==> config.mk <==
export PLATFORM = sky130hd
export DESIGN_NAME = rrbc_csr
export DESIGN_NICKNAME = d
export VERILOG_FILES = /design/src/rtl/rrbc_pkg.sv /design/src/rtl/rrbc_csr.sv
export SDC_FILE = /design/constraint.sdc
export NUM_CORES = 1
export LEC_CHECK = 0
export BUFFER_PORTS_ARGS = -buffer_cell sky130_fd_sc_hd__buf_2
export CAP_MARGIN = 0
export CORE_MARGIN = 5
export CORE_UTILIZATION = 30
export DETAILED_ROUTE_END_ITERATION = 6
export PLACE_DENSITY_LB_ADDON = 0.1
export SLEW_MARGIN = 20
export SYNTH_ARGS = -nofsm -noshare
export SYNTH_HDL_FRONTEND = slang
export SYNTH_SLANG_ARGS = --single-unit
==> constraint.sdc <==
create_clock -name clock -period 2.1 [get_ports clock]
set_input_delay 0.42 -clock clock [delete_from_list [all_inputs] [get_ports clock]]
set_output_delay 0.42 -clock clock [all_outputs]
set_load 0.05 [all_outputs]
==> src/rtl/rrbc_pkg.sv <==
package rrbc_pkg;

   // Access kinds on the request channel.
   localparam logic CMD_READ  = 1'b0;
   localparam logic CMD_WRITE = 1'b1;

   // Result kinds.
   localparam logic [1:0] KIND_WRITE_DONE = 2'd0;
   localparam logic [1:0] KIND_ROM_FETCH  = 2'd1;
   localparam logic [1:0] KIND_READ_DATA  = 2'd2;

   // Status codes.
   localparam logic [1:0] STATUS_OK       = 2'd0;
   localparam logic [1:0] STATUS_DISABLED = 2'd1;
   localparam logic [1:0] STATUS_NO_RAM   = 2'd2;
   localparam logic [1:0] STATUS_RANGE    = 2'd3;

   // Bus regions, selected by address bits 15:13.
   localparam logic [2:0] REGION_RAM_ENABLE = 3'd0;
   localparam logic [2:0] REGION_BANK_LOW   = 3'd1;
   localparam logic [2:0] REGION_BANK_HIGH  = 3'd2;
   localparam logic [2:0] REGION_MODE       = 3'd3;
   localparam logic [2:0] REGION_RAM        = 3'd5;

   // Cartridge RAM size codes.
   localparam logic [1:0] RAM_SIZE_NONE = 2'd0;
   localparam logic [1:0] RAM_SIZE_2K   = 2'd1;
   localparam logic [1:0] RAM_SIZE_8K   = 2'd2;
   localparam logic [1:0] RAM_SIZE_32K  = 2'd3;

   // Configuration register indexes.
   localparam logic REG_ROM_BANK_BITS = 1'b0;
   localparam logic REG_RAM_SIZE_CODE = 1'b1;

   localparam int CSR_ADDR_W     = 3;
   localparam int CSR_DATA_W     = 32;
   localparam int ROM_ADDR_W     = 21;
   localparam int ROM_OFFSET_W   = 14;
   localparam int RAM_SPACE_W    = 15;
   localparam int RAM_OFFSET_W   = 13;

   localparam logic [2:0] ROM_BANK_BITS_RESET = 3'd7;
   localparam logic [3:0] RAM_ENABLE_KEY      = 4'hA;
   localparam logic [7:0] REFUSED_BYTE        = 8'hFF;

   typedef struct packed {
      logic [2:0] rom_bank_bits;
      logic [1:0] ram_size_code;
   } cfg_type;

endpackage

==> src/rtl/rrbc_csr.sv <==
module rrbc_csr
   import rrbc_pkg::*;
(
   input  logic                     clock,
   input  logic                     reset,
   input  logic                     psel,
   input  logic                     penable,
   input  logic                     pwrite,
   input  logic [CSR_ADDR_W-1:0]    paddr,
   input  logic [CSR_DATA_W-1:0]    pwdata,
   output logic [CSR_DATA_W-1:0]    prdata,
   output logic                     pready,
   output cfg_type                  cfg
);

   logic [2:0] rom_bank_bits_ff;
   logic [2:0] rom_bank_bits_in;
   logic [1:0] ram_size_code_ff;
   logic [1:0] ram_size_code_in;
   logic       write_strobe;
   logic       reg_index;

   assign pready       = 1'b1;
   assign write_strobe = psel && penable && pwrite;
   assign reg_index    = paddr[2];

   always_comb begin
      rom_bank_bits_in = rom_bank_bits_ff;
      ram_size_code_in = ram_size_code_ff;
      if (write_strobe) begin
         case (reg_index)
            REG_ROM_BANK_BITS: rom_bank_bits_in = pwdata[2:0];
            REG_RAM_SIZE_CODE: ram_size_code_in = pwdata[1:0];
            default: ;
         endcase
      end
   end

   always_ff @(posedge clock) begin
      if (reset) begin
         rom_bank_bits_ff <= ROM_BANK_BITS_RESET;
         ram_size_code_ff <= RAM_SIZE_NONE;
      end else begin
         rom_bank_bits_ff <= rom_bank_bits_in;
         ram_size_code_ff <= ram_size_code_in;
      end
   end

   always_comb begin
      case (reg_index)
         REG_ROM_BANK_BITS: prdata = {{(CSR_DATA_W-3){1'b0}}, rom_bank_bits_ff};
         REG_RAM_SIZE_CODE: prdata = {{(CSR_DATA_W-2){1'b0}}, ram_size_code_ff};
         default:           prdata = '0;
      endcase
   end

   assign cfg.rom_bank_bits = rom_bank_bits_ff;
   assign cfg.ram_size_code = ram_size_code_ff;

endmodule

==> Yosys cells after proc, flatten, opt, wreduce, memory -nomap -nowiden <==
Cells that the tools add are included.
{ "word_totals": {"register_bits": 5, "elab_cells": 8} }
{ "classes": {"bitwise_logic": 1, "mux": 1, "reduce_logical": 4} }
{ "op_table": {"columns": ["op", "count"], "rows": [
  ["$pmux 32 s2", 1],
  ["$reduce_and 2->1", 2],
  ["$logic_and 1x1->1", 2],
  ["$not 1->1", 1]
]} }

==> Depth between registers and ports, before layout <==
Gate-level depths: netlist of run 1.
{ "logic_depth": {"ltp_word": 3, "depth_mapped": 3, "mapped_depth_nobuf": 2} }

==> Least setup slack after synthesis of run 1 <==
No wires, ideal clock.
{ "synth_path": {"kind": "register to output", "start": "register ram_size_code_ff[0]", "end": "output port prdata[0]", "arrival_ps": 1049, "path_stages_with_launch": 2, "n_path_buf": 0, "required_time_ps": 1680, "setup_slack_ps": 631, "cell_sequence": "dfxtp_1 mux2_2"} }
{ "synth_via": {"elab_chain_cells": 1} }
{ "synth_rtl": {"columns": ["item", "line_no", "source"], "rows": [
  ["start: declaration", "rrbc_csr.sv:18", "logic [1:0] ram_size_code_ff;"],
  ["start signal: assignment", "rrbc_csr.sv:45", "ram_size_code_ff <= ram_size_code_in;"],
  ["$pmux 32 s2", "rrbc_csr.sv:50", "case (reg_index)"],
  ["end: declaration", "rrbc_csr.sv:11", "output logic [CSR_DATA_W-1:0] prdata,"]
]} }
Every way passes these cells. The select of a mux whose other input is x is not followed.

==> Worst setup path after layout of run 1 <==
{ "layout_path": {"start": "input port paddr[2]", "end": "output port prdata[1]"} }
{ "layout_via": {"elab_chain_cells": 2} }
{ "layout_rtl": {"columns": ["item", "line_no", "source"], "rows": [
  ["start: declaration", "rrbc_csr.sv:9", "input logic [CSR_ADDR_W-1:0] paddr,"],
  ["$not 1->1 (no source line)", null, null],
  ["$pmux 32 s2 (*)", "rrbc_csr.sv:50", null]
]} }
Every way passes the cells marked *; elsewhere a longest branch is shown, timed or not. The select of a mux whose other input is x is not followed.

==> summary.md, run 1 <==
For the cell count after synthesis, the log shows 59. The fraction of synthesized cell area taken by the top area cell type was 45.3%. The worst setup path is captured at an output port.

Number of global-route vias before repair: 271. Final weighted congestion of routability-driven global placement: 0.611. Global routing consumed, over all layers together, 6.28% of the routing resources.

Setup repair after global routing left no endpoint under its margin. The required time reported for the critical path endpoint is 1680 ps, and the power density of the placed cells is 771 nW/um2. After detailed routing, the number of remaining DRC violations is 0. By area the synthesized netlist is led by sky130_fd_sc_hd__buf_4 (45%), sky130_fd_sc_hd__dfxtp_1 (20%), sky130_fd_sc_hd__mux2i_1 (10%). The final layout contains 116 nets.

Each instance of the synthesized netlist takes up on average 8.42 um2. The kind of path behind the tightest hold check was in2reg. The category of the critical setup timing path was in2out. For the initial antenna violation count, the log shows 0.

The buffer levels on the longest clock path was 2; the number of input and output port buffers inserted was 16. At the later pin of the worst-skew pair, clock insertion delay measures 230 ps. The floorplan step defined a core boundary enclosing 1540 um2.

TritonCTS built the clock tree. The dominant cell type by area after synthesis is sky130_fd_sc_hd__buf_4. The via density per instance works out to 3.49. Setup total negative slack on the finished layout was measured at 0 ps. During synthesis, Yosys emitted a total of 0 warnings.

Once detail routing completed, the nets flagged for antenna violations numbered 0. The count of cell types in the netlist was 12; the peak fanout along the critical path was 5. The total count of hold-check failures in the final report was 0; the register clock-pin slew on the reported worst setup and hold paths was 40 ps. For the final database, setup skew stands at 0 ps. The worst register-to-register path begins at rom_bank_bits_ff[1]$_SDFFE_PP1P_. The buffer cell driving the clock tree root is sky130_fd_sc_hd__clkbuf_4. Measured along the x axis, the die boundary spans 50.7 um. The total routed wirelength is 852 um. The iteration count of the initial detailed-routing pass came out at 1. The worst hold path begins at pwdata[2]. Detailed placement ended at an HPWL of 738 um. The total number of clock tree sinks came out at 5. The logs give 3 for the total clock buffers created by CTS and 0 for the number of endpoints failing setup at the final stage. The max-slew violation count is 0, and the starting density of the core is 32.2%. The tools report the overall via count from detail_route as 318. The flow ran to the end, and the final reports show no timing, DRC or antenna violations. The detailed router finished its first iteration with 0 violations. After global routing the overflow that remains totals 0. For this design the top-level I/O count stands at 78. Gates resized during post-CTS repair numbered 0.

After synthesis, flip-flops and latches occupy 20.2% of the total area. In the finished design, the share of the clock period the worst path needs comes to 72.1%. Summing every instance area after synthesis gives 497 um2.

The floorplan step defined a die boundary enclosing 2570 um2. The run gives 0.279 mV as the peak supply drop. The deepest level of the CTS H-tree was 1. The number of antenna diodes in the final layout is 0.

The tools report the startpoint kind of the worst setup timing path as an input port. The number of setup buffers added after CTS is 0. The wire length per cell was 9.36 um. The analysis attributes to cell leakage a power of 0.262 nW. The tools report the maximum achievable frequency as 660 MHz. The endpoint of the lowest-slack register-to-register path was rom_bank_bits_ff[1]$_SDFFE_PP1P_.

The synthesis-to-finish area growth was -1.76%. The sum of internal, switching and leakage power is 0.376 mW. The path with the worst hold slack has its endpoint at rom_bank_bits_ff[2]$_SDFFE_PP1P_. The total of flip-flops plus latches after synthesis was 5. Entering global routing, the biggest net connects 11 pins.

In this run the core area contains 14 standard-cell rows. The max-capacitance violation count is 0, and the vertical die dimension is 50.7 um. The worst hold path passes through 3 cells. In the final layout, the share of cells above drive strength 1 is 30.7%. Counting cells, the worst reg-to-reg path comes to 2. The first global-routing pass estimated 1190 um of wire. The minimum period implied by the final worst setup slack works out to 1510 ps. In this run the register-to-register setup slack is 1500 ps. The logs give 0 for the quantity of hold-fixing buffers added after cts and 1090 ps for the arrival time reported for the critical path endpoint.
cells in the final DEF (no fill, tap or decap):
cell type,netlist,routed
sky130_fd_sc_hd__and2b_2,1,1
sky130_fd_sc_hd__and4_2,1,1
sky130_fd_sc_hd__and4b_1,1,1
sky130_fd_sc_hd__buf_2,0,16
sky130_fd_sc_hd__clkbuf_1,1,1
sky130_fd_sc_hd__clkbuf_4,0,3
sky130_fd_sc_hd__conb_1,2,30
sky130_fd_sc_hd__dfxtp_1,5,5
sky130_fd_sc_hd__mux2_2,2,2
sky130_fd_sc_hd__mux2i_1,5,5
sky130_fd_sc_hd__nand2b_1,4,4
sky130_fd_sc_hd__nor2_1,6,6
cells in the mapped netlist:
| cell type | instances |
|---|---|
| sky130_fd_sc_hd__conb_1 | 2 |
| sky130_fd_sc_hd__nor2_1 | 6 |
| sky130_fd_sc_hd__dfxtp_1 | 5 |
| sky130_fd_sc_hd__and4b_1 | 1 |
| sky130_fd_sc_hd__nand2b_1 | 4 |
| sky130_fd_sc_hd__mux2i_1 | 5 |
| sky130_fd_sc_hd__and2b_2 | 1 |
| sky130_fd_sc_hd__buf_4 | 30 |
| sky130_fd_sc_hd__buf_6 | 1 |
| sky130_fd_sc_hd__clkbuf_1 | 1 |
| sky130_fd_sc_hd__and4_2 | 1 |
| sky130_fd_sc_hd__mux2_2 | 2 |
final cells by class:
| cell class | instances | area (um2) |
|---|---|---|
| tap | 16 | 20.0 |
| fill | 168 | 1050 |
| clock buffer | 4 | 26.3 |
| sequential | 5 | 100 |
| multi-input combinational | 50 | 262 |
| timing repair buffer | 16 | 80.1 |
sequential cells by signal, summed over array words and instances (netlist names):
register	flops
ram_size_code_ff	2
rom_bank_bits_ff	3
worst max-delay path by stage:
stage / start / end / slack (ps) / cells past startpoint
2_1_floorplan: ram_size_code_ff[0]$_SDFFE_PP0P_ / prdata[0] / 630 / 1
3_3_place_gp: paddr[2] / prdata[1] / 580 / 3
3_5_place_dp: paddr[2] / prdata[1] / 580 / 3
4_1_cts: paddr[2] / prdata[1] / 580 / 3
5_1_grt: paddr[2] / prdata[1] / 550 / 3
6_report: paddr[2] / prdata[1] / 590 / 3
stage by stage:
stage	std cells	setup WS (ps)	instance area (um2)	utilization [%]	hold WS, ps
after floorplan	87	631	602	-	576
after global placement	87	580	462	30.0	484
after detailed placement	87	577	462	30.0	481
after CTS	91	576	488	31.7	446
after global routing	91	552	488	31.7	470
final	91	585	488	31.7	450
kinds of logic (layout without fill, tap and decap cells):
group / Yosys count / in the layout / share of synthesized area (%)
buf+inv: 32 / 20 / 48.4
flops: 5 / 5 / 20.2
mux: 7 / 7 / 14.6
other cells: 2 / 30 / 1.51
simple gates: 13 / 13 / 15.4
power by group:
| part | internal [mW] | total (mW) | switching [mW] | leakage [nW] |
|---|---|---|---|---|
| Sequential | 0.0974 | 0.0988 | 0.00140 | 0.0406 |
| Combinational | 0.0178 | 0.169 | 0.151 | 0.207 |
| Clock | 0.0717 | 0.108 | 0.0366 | 0.0150 |
| Total | 0.187 | 0.376 | 0.189 | 0.262 |
worst max-delay path, cell delays in order:
cell	delay (ps)
sky130_fd_sc_hd__buf_2	130
sky130_fd_sc_hd__mux2_2	330
sky130_fd_sc_hd__buf_2	210
metal layers:
layer | up-vias | GRT usage (%) | wire [um]
met3 | 0 | 5.33 | 201
met2 | 32 | 6.61 | 321
li1 | 157 | - | -
met5 | - | 0 | 0
met1 | 129 | 8.10 | 328
met4 | 0 | 3.83 | 0
Power figures use the tool's default switching activity.
==> run 2: changes to the inputs <==
Settings changed: CORE_UTILIZATION 30 to 25.
Clock period 2.1 ns to 1.3 ns, I/O delays scaled along.
==> run 2 against run 1 <==
Against the previous run: highest routed layer unchanged; combinational power increased by 65%; largest cell class unchanged; critical path type is now reg2out; power increased by 66%; sequential power increased by 62%; clock skew unchanged.
==> summary.md, run 2 (synthesized netlist as in run 1, its figures left out) <==
The worst reg-to-reg path cell count was 2 (unchanged); the setup skew after layout was 0 ps (unchanged). The required time reported for the critical path endpoint came out at 1040 ps (-640 ps). The via density per instance was 3.20 (-8.5%); the total count of hold-check failures in the final report was 0 (unchanged). Relative to the synthesized area, the layout overhead comes to 4.53%.

The overall via count from detail_route was 326 (+2.5%); the iteration count of the initial detailed-routing pass was 4 (+3). The arrival time reported for the critical path endpoint was 990 ps (-100 ps). The worst stage delay on the critical path was 320 ps (about the same). The top register by number of flip-flops was rom_bank_bits_ff. The remaining number of nets flagged by the antenna check after routing is 0 (unchanged).

The buffer levels on the longest clock path is 2 (unchanged). The register clock-pin slew on the reported worst setup and hold paths was 50 ps (about the same). The total routed wirelength came out at 910 um (+6.8%). The global routing usage summed across all routing layers was 6.25% (-0.026 points). The run gives 116 (unchanged) as the number of nets in the layout.

The startpoint kind of the worst setup timing path was a flip-flop. The share of power burned in the clock network is 29.8% (+1.0 points). Total I/O pin count: 78 (unchanged). The number of gates on the worst path with buffers counted was 2 (-1). The maximum achievable frequency is 803 MHz.

The max-capacitance violation count is 0 (unchanged). The flow ran to the end, and the final reports show no timing, DRC or antenna violations. In the layout the commonest cells are sky130_fd_sc_hd__conb_1 (30), sky130_fd_sc_hd__buf_2 (14), sky130_fd_sc_hd__nor2_1 (6). The standard cell with the maximum stage delay on the critical path is sky130_fd_sc_hd__dfxtp_2. The final cell count without fillers was 102 (+12%). The setup slack of the worst register-to-register path came out at 690 ps (-810 ps). The share of post-route cells with drive strength above 1 is 36.0% (+5.3 points), and the largest net degree at the start of global routing is 11 (unchanged).

The library cell used most frequently in the layout, excluding fill and tap cells, is sky130_fd_sc_hd__conb_1. The static power due to leakage is 0.266 nW (+1.6%). The most critical setup path has its startpoint at ram_size_code_ff[1]$_SDFFE_PP0P_.

The number of input and output port buffers inserted is 16 (unchanged), and the internal power of the cells is 0.308 mW (+65%). The later-pin clock latency in the skew report is 240 ps (about the same). In this design, the largest share of critical-path delay is due to flip-flops. The area inside the core boundary is 1920 um2 (+25%), and the power density of the placed cells is 1200 nW/um2 (+56%). The die area is 2980 um2 (+16%), and the count of buffering cells on the critical path with inverters included is 1 (-1). The worst setup path is captured at an output port.

The detailed placement HPWL is 773 um (+4.8%). The initial antenna violation count is 0 (unchanged), and the first-pass GRT wire length is 1220 um (+2.3%). The run gives 0 (unchanged) as the max-slew violation count. The endpoint identified for the worst register-to-register timing path is rom_bank_bits_ff[1]$_SDFFE_PP1P_.

The width of the die works out to 54.6 um (+7.7%). The vertical die dimension came out at 54.6 um (+7.7%). The quantity of hold-fixing buffers added after cts is 0 (unchanged), and the final hold slack is 285 ps (-166 ps). The critical path in this run is classified as reg2out. The logs give 0.626 (+2.5%) for the final weighted congestion of routability-driven global placement and 98 (+13%) for the instance count after placement with tap cells included. The final setup slack of the worst path is 54.5 ps (-531 ps). The proportion of total power due to net switching is 50.7% (+0.41 points).

The multi-input combinational cell area is 262 um2 (unchanged). The capturing instance or port of the critical path is prdata[1]. Total congestion overflow: 0 (unchanged). For the summed negative setup slack over all endpoints, the log shows 0 ps (unchanged). The largest registers in the layout are rom_bank_bits_ff (3), ram_size_code_ff (2).

The tools report the net switching power as 0.317 mW (+68%). The count of routing violations after the opening detailed-route iteration is 4 (+4). The run gives 25.6% (-0.7 points) as the sequential share of power. Walking the worst path, the cells encountered are mux2_2 -> buf_6. After layout, the minimum clock period comes to 1250 ps.

The final clock period utilization by the worst path came out at 95.8%. The tightest min-delay check is of the in2reg type. The number of placement rows was 16 (+2); the deepest level of the CTS H-tree was 1 (unchanged). The total clock buffers created by CTS was 3 (unchanged). The tree is rooted in a sky130_fd_sc_hd__clkbuf_4. TritonCTS built the clock tree. The peak supply drop is 0.410 mV (+47%), and the total inserted antenna cells is 0 (unchanged). The number of flip-flops in the largest register was 3 (unchanged); the total area of sequential cells was 105 um2 (+5.0%). Total number of clock tree sinks: 5 (unchanged). The run gives 98.9 ps (-478 ps) as the placement-stage worst setup slack. The logs give 0 (unchanged) for the number of endpoints failing setup at the final stage and 25.8% (-6.4 points) for the starting density of the core. The start of the worst register-to-register path is rom_bank_bits_ff[1]$_SDFFE_PP1P_.

For the number of global-route vias before repair, the log shows 275 (+1.5%). The layout filler cell count was 217 (+29%). The wire length per cell is 8.92 um (-4.7%). Peak fanout along the critical path: 3 (-2).

The run gives 44.7% (-0.2 points) as the share of power burned in combinational logic. Setup repair after global routing left no endpoint under its margin. The run gives 0 (unchanged) as the remaining design rule violation count.
run 2: changes by cell type in the layout (fill, tap and decap cells not counted):
| cell | change |
|---|---|
| sky130_fd_sc_hd__dfxtp_2 | +4 |
| sky130_fd_sc_hd__dfxtp_1 | -4 |
| sky130_fd_sc_hd__buf_6 | +2 |
| sky130_fd_sc_hd__buf_2 | -2 |
run 2: worst min-delay path by stage:
stage	start	slack [ps]	to	cells after the start
2_1_floorplan	pwdata[0]	410	ram_size_code_ff[0]$_SDFFE_PP0P_	2
3_3_place_gp	ram_size_code_ff[1]$_SDFFE_PP0P_	470	ram_size_code_ff[1]$_SDFFE_PP0P_	2
3_5_place_dp	ram_size_code_ff[0]$_SDFFE_PP0P_	480	ram_size_code_ff[0]$_SDFFE_PP0P_	2
4_1_cts	pwdata[1]	280	ram_size_code_ff[1]$_SDFFE_PP0P_	3
5_1_grt	pwdata[0]	300	ram_size_code_ff[0]$_SDFFE_PP0P_	3
6_report	pwdata[1]	280	ram_size_code_ff[1]$_SDFFE_PP0P_	3
run 2: power groups by stage:
stage,clock [mW],sequential (mW),combinational (mW)
finish,0.186,0.160,0.279
global route,0.210,0.160,0.292
CTS,0.196,0.160,0.272
detailed placement,0,0.163,0.271
global placement,0,0.163,0.271
floorplan,0,0.175,0.306
run 2: what timing repair did:
action                                  in CTS  in global routing
endpoints found under the setup margin       1                  2
pin swaps                                    0                  0
setup buffers                                0                  0
gates resized for setup                      1                  4
run 2: tightest hold or removal path, cell delays in order:
cell                       delay [ps]
sky130_fd_sc_hd__buf_2            110
sky130_fd_sc_hd__nand2b_1          60
sky130_fd_sc_hd__mux2i_1           60
run 2: through the flow:
stage | power (mW) | area [um2] | utilization, %
2_1_floorplan | 0.480 | 607 | -
3_3_place_gp | 0.434 | 480 | 25.0
3_5_place_dp | 0.434 | 480 | 25.0
4_1_cts | 0.628 | 509 | 26.5
5_1_grt | 0.662 | 519 | 27.0
6_report | 0.625 | 519 | 27.0
run 2: routing by layer:
metal  up-vias  GRT usage (%)  wire length, um
met5         -              0                0
met4         0           3.73                0
met3         0           4.90              189
met2        28           8.76              395
met1       139           6.47              326
li1        159              -                -
run 2: final cells by class:
cell class / count / area share [%]
Multi-Input combinational cell: 50 / 50.4
Sequential cell: 5 / 20.2
Timing Repair Buffer: 16 / 17.8
Tap cell: 27 / 6.51
Clock buffer: 4 / 5.06
